--- src/hw/rtl/jet_pkg.sv ---
// jet_pkg.sv: types, constants and helper functions of the Julia escape-time block.
// No dependencies; imported by every module of the block.
`timescale 1ns / 1ps

package jet_pkg;

    localparam int IMAGE_DIM = 4096;
    localparam int IDX_W     = 12;
    localparam int CNT_W     = 10;
    localparam int Q_W       = 32;
    localparam int CFG_IDX_W = 3;

    localparam logic [CFG_IDX_W-1:0] REG_C_REAL     = 3'd0;
    localparam logic [CFG_IDX_W-1:0] REG_C_IMAG     = 3'd1;
    localparam logic [CFG_IDX_W-1:0] REG_X_START    = 3'd2;
    localparam logic [CFG_IDX_W-1:0] REG_X_STEP     = 3'd3;
    localparam logic [CFG_IDX_W-1:0] REG_Y_START    = 3'd4;
    localparam logic [CFG_IDX_W-1:0] REG_Y_STEP     = 3'd5;
    localparam logic [CFG_IDX_W-1:0] REG_ITER_LIMIT = 3'd6;

    localparam logic signed [Q_W-1:0] C_REAL_RST  = -32'sd268435456;
    localparam logic signed [Q_W-1:0] C_IMAG_RST  = 32'sd53687091;
    localparam logic signed [Q_W-1:0] X_START_RST = -32'sd268435456;
    localparam logic signed [Q_W-1:0] X_STEP_RST  = 32'sd838861;
    localparam logic signed [Q_W-1:0] Y_START_RST = -32'sd268435456;
    localparam logic signed [Q_W-1:0] Y_STEP_RST  = 32'sd1118481;
    localparam logic [CNT_W-1:0]      LIMIT_RST   = 10'd40;

    // 4.0 in Q8.56
    localparam logic [63:0] FOUR_Q856 = 64'h0400_0000_0000_0000;
    localparam logic signed [63:0] Q_MAX64 = 64'sh0000_0000_7FFF_FFFF;
    localparam logic signed [63:0] Q_MIN64 = 64'shFFFF_FFFF_8000_0000;

    typedef struct packed {
        logic [IDX_W-1:0] col;
        logic [IDX_W-1:0] row;
    } in_t;

    typedef struct packed {
        logic [IDX_W-1:0] col_out;
        logic [IDX_W-1:0] row_out;
        logic [CNT_W-1:0] iter_count;
        logic             bounded;
    } out_t;

    typedef enum logic [2:0] {
        S_IDLE,
        S_SETUP,
        S_INIT,
        S_MUL,
        S_UPD,
        S_DONE
    } jet_state_t;

    typedef struct packed {
        logic capture;   // take the input beat, clear the counter
        logic setup;     // index times step
        logic init_z;    // start point into z
        logic mul;       // squares and cross product
        logic update;    // z = z*z + c, count one iteration
        logic load_out;  // park the result in the output register
    } ctrl_cmd_t;

    typedef struct packed {
        logic at_limit;
        logic next_at_limit;
        logic escaped;
    } dp_status_t;

    function automatic logic signed [Q_W-1:0] sat_q(input logic signed [63:0] v);
        logic signed [Q_W-1:0] r;
        if (v > Q_MAX64)
            r = Q_MAX64[Q_W-1:0];
        else if (v < Q_MIN64)
            r = Q_MIN64[Q_W-1:0];
        else
            r = v[Q_W-1:0];
        return r;
    endfunction

    function automatic logic [IDX_W-1:0] clamp_idx(input logic [IDX_W-1:0] v);
        logic [16:0]      lim;
        logic [IDX_W-1:0] r;
        lim = 17'(IMAGE_DIM);
        if ({5'b0, v} >= lim)
            r = IDX_W'(IMAGE_DIM - 1);
        else
            r = v;
        return r;
    endfunction

endpackage

--- src/hw/rtl/jet_ctrl.sv ---
// jet_ctrl.sv: sequencing state machine and output-valid flag of the escape-time block.
// Depends on jet_pkg.
`timescale 1ns / 1ps

module jet_ctrl
    import jet_pkg::*;
(
    input  logic       clk,
    input  logic       rst_n,
    input  logic       in_valid,
    output logic       in_ready,
    output logic       out_valid,
    input  logic       out_ready,
    input  dp_status_t status,
    output ctrl_cmd_t  cmd
);

    jet_state_t state_reg;
    jet_state_t state_next;
    logic       out_valid_reg;
    logic       out_valid_next;
    logic       out_free;

    assign out_free = !out_valid_reg || out_ready;

    always_ff @(posedge clk or negedge rst_n)
    begin
        if (!rst_n)
        begin
            state_reg     <= S_IDLE;
            out_valid_reg <= 1'b0;
        end
        else
        begin
            state_reg     <= state_next;
            out_valid_reg <= out_valid_next;
        end
    end

    always_comb
    begin
        state_next = state_reg;
        case (state_reg)
            S_IDLE:
            begin
                if (in_valid)
                    state_next = S_SETUP;
            end
            S_SETUP: state_next = S_INIT;
            S_INIT:
            begin
                // zero limit: no iteration at all
                if (status.at_limit)
                    state_next = S_DONE;
                else
                    state_next = S_MUL;
            end
            S_MUL: state_next = S_UPD;
            S_UPD:
            begin
                if (status.escaped || status.next_at_limit)
                    state_next = S_DONE;
                else
                    state_next = S_MUL;
            end
            S_DONE:
            begin
                if (out_free)
                    state_next = S_IDLE;
            end
            default: state_next = S_IDLE;
        endcase
    end

    always_comb
    begin
        cmd          = '0;
        in_ready     = 1'b0;
        case (state_reg)
            S_IDLE:
            begin
                in_ready    = 1'b1;
                cmd.capture = in_valid;
            end
            S_SETUP: cmd.setup  = 1'b1;
            S_INIT:  cmd.init_z = 1'b1;
            S_MUL:   cmd.mul    = 1'b1;
            S_UPD:   cmd.update = !status.escaped;
            S_DONE:  cmd.load_out = out_free;
            default: cmd = '0;
        endcase
    end

    always_comb
    begin
        if (cmd.load_out)
            out_valid_next = 1'b1;
        else if (out_ready)
            out_valid_next = 1'b0;
        else
            out_valid_next = out_valid_reg;
    end

    assign out_valid = out_valid_reg;

endmodule

--- config.mk ---
export PLATFORM = sky130hd
export DESIGN_NAME = jet_ctrl
export DESIGN_NICKNAME = d
export VERILOG_FILES = /design/src/hw/rtl/jet_pkg.sv /design/src/hw/rtl/jet_ctrl.sv
export SDC_FILE = /design/constraint.sdc
export NUM_CORES = 1
export LEC_CHECK = 0
export BUFFER_PORTS_ARGS = -buffer_cell sky130_fd_sc_hd__buf_4
export CAP_MARGIN = 20
export CELL_PAD_IN_SITES_DETAIL_PLACEMENT = 0
export CELL_PAD_IN_SITES_GLOBAL_PLACEMENT = 2
export CORE_AREA = 2 2 39 41
export DETAILED_ROUTE_END_ITERATION = 12
export DIE_AREA = 0 0 41 43
export HOLD_SLACK_MARGIN = 0.05
export PLACE_DENSITY_LB_ADDON = 0.15
export SLEW_MARGIN = 20
export SYNTH_ARGS = -nofsm -noshare
export SYNTH_HDL_FRONTEND = slang
export SYNTH_SLANG_ARGS = --single-unit
--- constraint.sdc ---
create_clock -name clk -period 2.9 [get_ports clk]
set_input_delay 0 -clock clk [delete_from_list [all_inputs] [get_ports clk]]
set_output_delay 0 -clock clk [all_outputs]
set_load 0.005 [all_outputs]
### Word-level counts from Yosys, hierarchy flattened

Index checks and enable logic that the tools add are counted.

* bits in registers: 4
* input port bits: 7
* output and inout bits: 8
* logic and storage cells: 30

* equal/unequal tests: 7
* mux-type cells: 14
* reduce and logical (&&, ||, !) cells: 7

Operators with widths (number)
* 3-bit case mux with 6 select lines: 1
* 3-bit two-way mux: 4
* 1-bit two-way mux: 9
* 3-bit by 2-bit == test with 1-bit output, second input constant: 2
* 3-bit == test, second input constant: 2
* 2-bit inequality test, second input constant: 2
* 3-bit by 1-bit == test with 1-bit output, second input constant: 1
* 3-bit logical NOT: 1
* 1-bit logical NOT: 2
* 1-bit logical OR: 2
* 2-bit AND reduction: 1
* 2-bit nonzero test: 1

### Longest topological paths before layout

Gate-level depths: netlist of the first run.

* word-level depth: 4
* depth in mapped cells: 4
* depth with buffers taken out: 3

### Worst setup path before layout of the first run

Ideal clock, no wire load.

* kind: reg-to-reg
* start: register state_reg[1]
* end: register state_reg[2]
* setup time: 0.086 ns
* data arrival time: 1.058 ns
* required time: 2.814 ns
* setup slack: 1.757 ns
* stages on the path, launching flop included: 4
* buffers on the path: 1
* period minus slack after synthesis: 1.143 ns
* cells stage by stage: dfrtp_1 -> buf_6 -> or4_4 -> o221ai_2

* longest elaborated chain between the ends: 3
* elaborated cells between the ends (all ways): 10
* those cells by class: eq/ne: 7; mux: 1; reduce/logical: 2

Ends and longest elaborated chain
* start: declaration: RTL line jet_ctrl.sv:18 `jet_state_t state_reg;`
* start signal: assignment: RTL line jet_ctrl.sv:35 `state_reg <= state_next;`
* 3-bit == test or 3-bit logical NOT (tied branches): RTL line jet_ctrl.sv:43 `case (state_reg)`
* 2-bit inequality test (no source line)
* 2-bit AND reduction (no source line)

Parallel ways exist; a longest one is shown, timed or not.
A chain may end at the register's enable or synchronous reset.

==> results of run 1 <==
-- worst max path at each step --
stage	slack, ns	cells past startpoint	end
after CTS	1.60	3	cmd[5]
after global routing	1.53	3	cmd[5]
after floorplan	1.76	3	state_reg[2]
after detailed placement	1.69	3	state_reg[2]
final	1.62	3	cmd[5]
after global placement	1.70	3	state_reg[2]
-- cell usage in the layout (no fill, tap or decap) --
cell type | synthesis | layout
o221ai_2 | 1 | 1
and2_1 | 1 | 1
dlygate4sd3_1 | 0 | 2
o32ai_1 | 1 | 1
a21oi_1 | 1 | 1
nor3_1 | 2 | 2
and3_2 | 1 | 1
nand2_1 | 3 | 3
nand3b_1 | 1 | 1
nor2_1 | 4 | 4
nor3b_1 | 1 | 1
nor4b_1 | 1 | 1
nor2b_1 | 1 | 1
a221oi_1 | 1 | 1
or2b_1 | 1 | 1
nor4_1 | 1 | 1
dfrtp_1 | 4 | 4
inv_4 | 1 | 1
buf_4 | 2 | 14
clkbuf_4 | 0 | 3
or4_4 | 1 | 1
-- through the flow --
step	setup WS, ns	instances
2_1_floorplan	1.76	31
3_3_place_gp	1.70	57
3_5_place_dp	1.69	57
4_1_cts	1.60	62
5_1_grt	1.53	62
6_report	1.62	62
-- logic make-up (layout without fill, tap and decap cells) --
group | count (synthesis) | count (layout) | share of synthesized area (%)
AO/OA/AOI/OAI | 4 | 4 | 13.1
buffers and inverters | 5 | 20 | 15.3
flip-flops | 4 | 4 | 34.9
AND/OR/NAND/NOR | 18 | 18 | 36.7
-- critical path, delay by kind of cell (launching register included) --
family	cells	cell delay [ns]
DFF	1	0.49
buffers and inverters	1	0.10
and+or+nand+nor	2	0.44
-- power by group --
group	internal, mW	switching, mW
combinational	0.104	0.0632
sequential	0.0797	0.0542
clock	0.0464	0.0249
-- cell type report --
type | instances | area [µm²]
timing repair buffer | 16 | 125
sequential | 4 | 100
multi-input combinational | 22 | 143
fill | 156 | 967
inverter | 1 | 6.26
clock buffer | 3 | 22.5
tap | 16 | 20.0
-- per-layer routing --
metal,share of wire (%),vias up
li1,-,141
met5,0,-
met1,46,115
met2,46,11
met4,0,0
met3,8.1,0
==> metrics.yaml, run 1 <==
placement:
  place.gp.congestion: 0.674
  io_buffers: 14
  post_dp_cell_area_um2: 374
  hpwl_um: 481
cts:
  clk_pin_slew_worst_paths_ns: 0.04
  cts_buffer_depth: 2
  cts-hold-fix-buffers: 2
  clk-insertion-delay-late_ns: 0.24
  htree_levels: 1
  cts_resized: 0
  cts_tree: "yes"
  cts_setup_buffers: 0
  cts.sinks: 4
  numCtsBuffers: 3
  cts_root_buffer: "clkbuf_4"
power_and_ir_drop:
  powerDensity_mw_per_mm2: 893
  p_leak_nw: 0.195
  ir_drop_uv: 231
  finalPower_uw: 372
finish:
  finalNetCount: 55
  design_area_um2: 417
  areaGrowthSynthToFinish_pct: 45.4
  final_layout_size_suffix_gt1_share_pct: 45.7
  largest_reg_flops: 3
  final_util_pct: 30.1
  antenna_cells: 0
setup_path:
  critical-path-max-stage-delay_ns: 0.49
  cp-startpoint: "state_reg[0]"
  crit_path_start_kind: "flip-flop"
  crit_required_ns: 2.90
  path_class: "flip-flop to output port"
  critPathCaptureType: "output port"
  r2r_start: "state_reg[2]"
  timing.rr.end: "state_reg[2]"
  path_cells: "nor3_1, and2_1, buf_4"
  crit_arrival_ns: 1.28
  rrSetupSlack_ns: 1.68
  crit_path_max_fanout: 12
  reg2reg_depth: 3
  slowest_stage: "dfrtp_1"
timing:
  tns_ns: 0
  tightest_slew_ns: 0.351
  finalSetupViolations: 0
  drv_slew: 0
  finalClockSkew_ns: 0.00270
  rsz0062_at_grt: "false"
  fmax_ghz: 0.779
  slew_headroom_pct: 76.6
  final_hold_viol_count: 0
  fin_crit_sh_pct: 44.2
  fin_crit_ns: 1.28
  fin_hold_ws_ns: 0.0660
drt:
  route.detailed.drc: 0
  vias: 267
  wire_per_inst_um: 11.0
  first_pass_iters: 4
  wl_um: 680
  detail_route.vias_per_cell: 4.31
  drtAntennaViolNets: 0
  drtIter0Drc: 5
grt:
  antenna_found_initial: 0
  met1_usage_pct: 13.2
  use_met3_pct: 3.14
  grt_pass1_vias: 247
  grt_start_max_net_pins: 13
  busiest_layer: "met1"
  grt_use_total_pct: 9.64
  grt-ovfl-total: 0
  gr-usage-met2_pct: 11.6
  grt_pass1_wl_um: 1090
synthesis:
  syn-cell-area_um2: 287
  async_reset_ff_share_pct: 100
  synth_top_area_share_pct: 34.9
  synth-seq-area-share_pct: 34.9
  synth_warnings: 0
  synth_common_cells: "dfrtp_1, nor2_1, nand2_1"
  yosys.area.top_type: "dfrtp_1"
  syn-num-nets: 38
  synth_area_leaders: "dfrtp_1, buf_6, buf_4, nor2_1, o221ai_2"
  synth-main-ff-cell: "dfrtp_1"
  synth-edff-count: 0
  avgSynthCellArea_um2: 9.24
  synthCells: 31
  synth_cell_types: 20
  yosys_register_bits: 4
worst_hold_path:
  hold_end: "state_reg[0]"
  hold_class: "input port to flip-flop"
  min_from: "out_ready"
  min_delay_path_depth: 4
job:
  maxCapViolCount: 0
floorplan:
  pin_count: 15
  row_count: 14
  core-area_mm2: 0.00138
  chipHeight_um: 43
  start_util_pct: 20.7
  die_x_um: 41
  die_area_mm2: 0.00176
status:
  status: "finished, final reports clean"
No activity file was read; power rests on OpenSTA's default activity.
==> run 2: changes to the inputs <==
--- a/config.mk
+++ b/config.mk
@@ -9,9 +9,9 @@
 export CAP_MARGIN = 20
 export CELL_PAD_IN_SITES_DETAIL_PLACEMENT = 0
 export CELL_PAD_IN_SITES_GLOBAL_PLACEMENT = 2
-export CORE_AREA = 2 2 39 41
+export CORE_MARGIN = 2
+export CORE_UTILIZATION = 19
 export DETAILED_ROUTE_END_ITERATION = 12
-export DIE_AREA = 0 0 41 43
 export HOLD_SLACK_MARGIN = 0.05
 export PLACE_DENSITY_LB_ADDON = 0.15
 export SLEW_MARGIN = 20
==> constraint.sdc (replaced) <==
create_clock -name clk -period 1.11 [get_ports clk]
set_input_delay 0 -clock clk [delete_from_list [all_inputs] [get_ports clk]]
set_output_delay 0 -clock clk [all_outputs]
set_load 0.005 [all_outputs]
==> run 2 against run 1 <==
Compared with the run above: final cell count is 15% higher; setup slack worse by 1.7 ns; critical path type unchanged; non-clock buffer count is 9 higher; largest cell class is now buffers; the flow now finishes with violations (setup timing).
==> metrics.yaml, run 2 (synthesis results as in run 1) <==
finish:
  ff_latch_area_um2: 100  # unchanged
  finalNetCount: 64  # was 55
  mostFrequentLayoutCells: "buf_4, buf_6, nor2_1, dfrtp_1, clkbuf_4"  # was buf_4, nor2_1, dfrtp_1, nand2_1, clkbuf_4
  areaGrowthSynthToFinish_pct: 92.6  # was 45.4%
  largest_reg_flops: 3  # unchanged
  final_layout_size_suffix_gt1_share_pct: 61.8  # was 45.7%
  antenna_cells: 0  # unchanged
  layout.cells.most_common: "buf_4"  # unchanged
  design_area_um2: 552  # was 417 µm²
  fillers: 163  # was 156
  multi_input_area_um2: 191  # was 143 µm²
grt:
  grt_pass1_vias: 327  # was 247
  grt_use_total_pct: 10.4  # was 9.64%
  grt_start_max_net_pins: 9  # was 13
  grt_pass1_wl_um: 1280  # was 1090 µm
  grt-ovfl-total: 0  # unchanged
  antenna_found_initial: 0  # unchanged
timing:
  tightest_slew_ns: 0.243  # was 0.351 ns
  fin_hold_ws_ns: 0.0604  # was 0.0660 ns
  fmax_ghz: 0.829
  setup_slack_ns: -0.0967  # was 1.62 ns
  drv_slew: 0  # unchanged
  tns_ns: -0.454  # was 0 ns
  fin_crit_ns: 1.21
  fin_crit_sh_pct: 109
  rsz0062_at_grt: "true"  # was false
  finalSetupViolations: 7  # was 0
  final_hold_viol_count: 0  # unchanged
  finalClockSkew_ns: 0.000616  # was 0.00270 ns
  slew_headroom_pct: 83.8  # was 76.6%
power_and_ir_drop:
  powerDensity_mw_per_mm2: 2510  # was 893 mW/mm²
  finalPower_mw: 1.39  # was 372 µW
  p_leak_nw: 0.256  # was 0.195 nW
  ir_drop_uv: 779  # was 231 µV
job:
  maxCapViolCount: 0  # unchanged
status:
  status: "finished with violations"  # was finished, final reports clean
  violations: "setup timing"
placement:
  io_buffers: 14  # unchanged
  post_dp_cell_area_um2: 412  # was 374 µm²
  pre_cts_ws_ns: 0.0184  # was 1.69 ns
  place.gp.congestion: 0.768  # was 0.674
setup_path:
  r2r_start: "state_reg[0]"  # was state_reg[2]
  critical-path-max-stage-delay_ns: 0.41  # was 0.49 ns
  timing.rr.end: "state_reg[2]"  # unchanged
  crit_path_max_fanout: 5  # was 12
  path_class: "flip-flop to output port"  # unchanged
  rrSetupSlack_ns: -0.09  # was 1.68 ns
  crit_path_start_kind: "flip-flop"  # unchanged
  cp-startpoint: "state_reg[1]"  # was state_reg[0]
  reg2reg_depth: 3  # unchanged
  slowest_stage: "dfrtp_1"  # unchanged
  crit_required_ns: 1.11  # was 2.90 ns
  path_cells: "buf_6, nor3_4, and2_1, buf_4"  # was nor3_1, and2_1, buf_4
  crit_arrival_ns: 1.21  # was 1.28 ns
  critPathCaptureType: "output port"  # unchanged
floorplan:
  pin_count: 15  # unchanged
  die_area_mm2: 0.00183  # was 0.00176 mm²
  row_count: 14  # unchanged
  die_x_um: 42.8  # was 41 µm
  core-area_mm2: 0.00145  # was 0.00138 mm²
  chipHeight_um: 42.8  # was 43 µm
  start_util_pct: 19.7  # was 20.7%
cts:
  cts.sinks: 4  # unchanged
  numCtsBuffers: 3  # unchanged
  cts_root_buffer: "clkbuf_4"  # unchanged
  htree_levels: 1  # unchanged
  clk_pin_slew_worst_paths_ns: 0.04  # about the same
  cts_buffer_depth: 2  # unchanged
  cts_tree: "yes"  # unchanged
  clk-insertion-delay-late_ns: 0.25  # was 0.24 ns
worst_hold_path:
  hold_end: "state_reg[0]"  # unchanged
  hold_class: "input port to flip-flop"  # unchanged
  min_delay_path_depth: 4  # unchanged
  min_from: "out_ready"  # unchanged
drt:
  wl_um: 835  # was 680 µm
  route.detailed.drc: 0  # unchanged
  first_pass_iters: 2  # was 4
  vias: 323  # was 267
  wire_per_inst_um: 11.8  # was 11.0 µm
  drtAntennaViolNets: 0  # unchanged
  drtIter0Drc: 1  # was 5
  detail_route.vias_per_cell: 4.55  # was 4.31
## run 2: cell types whose count changed in the layout (fill, tap and decap cells not counted)
cell     change
buf_6        +5
buf_4        +4
nand2_1      -1
nand2_4      +1
nor3_1       -1
nor3_4       +1
nor4_1       -1
nor4_4       +1
nor4b_1      -1
nor4b_4      +1
## run 2: worst max path at each step
stage	to	slack [ns]	cells after the start
finish	cmd[5]	-0.1	4
floorplan	state_reg[2]	-0.02	4
global placement	state_reg[2]	0.04	2
detailed placement	state_reg[2]	0.02	2
CTS	cmd[5]	-0.11	4
global route	cmd[5]	-0.14	4
## run 2: worst max-delay path: cells and delay by family, from the launching register on
kind                   cells  cell delay, ns
buffers and inverters      2            0.25
flip-flops                 1            0.41
AND/OR/NAND/NOR            2            0.31
## run 2: area by class of cell
type	instances	area share (%)
repair buffers	25	38.3
clock buffers	3	4.08
multi-input cells	22	34.7
well taps	16	3.63
flip-flops and latches	4	18.1
inverters	1	1.13
## run 2: timing repair
action,CTS,global route
gates resized for setup,8,5
pin swaps,2,4
hold buffers,2,0
hold endpoints to repair,6,0
setup endpoints to repair,7,9
buffers inserted,3,1
## run 2: per-layer routing
layer / GRT usage (%) / wire (µm) / vias to the layer above
met5: 0 / 0 / -
met4: 16.9 / 57 / 0
met3: 1.70 / 61 / 5
met2: 14.2 / 400 / 14
met1: 10.6 / 315 / 147
li1: - / - / 157
## run 2: where the power goes
group | switching (mW) | internal (mW)
Sequential | 0.0602 | 0.210
Clock | 0.0707 | 0.122
Combinational | 0.386 | 0.537
## run 2: metrics by stage
stage,utilization [%],cells
finish,38.0,71
global route,38.0,71
CTS,35.4,70
detailed placement,28.3,62
global placement,28.3,62
floorplan,-,31
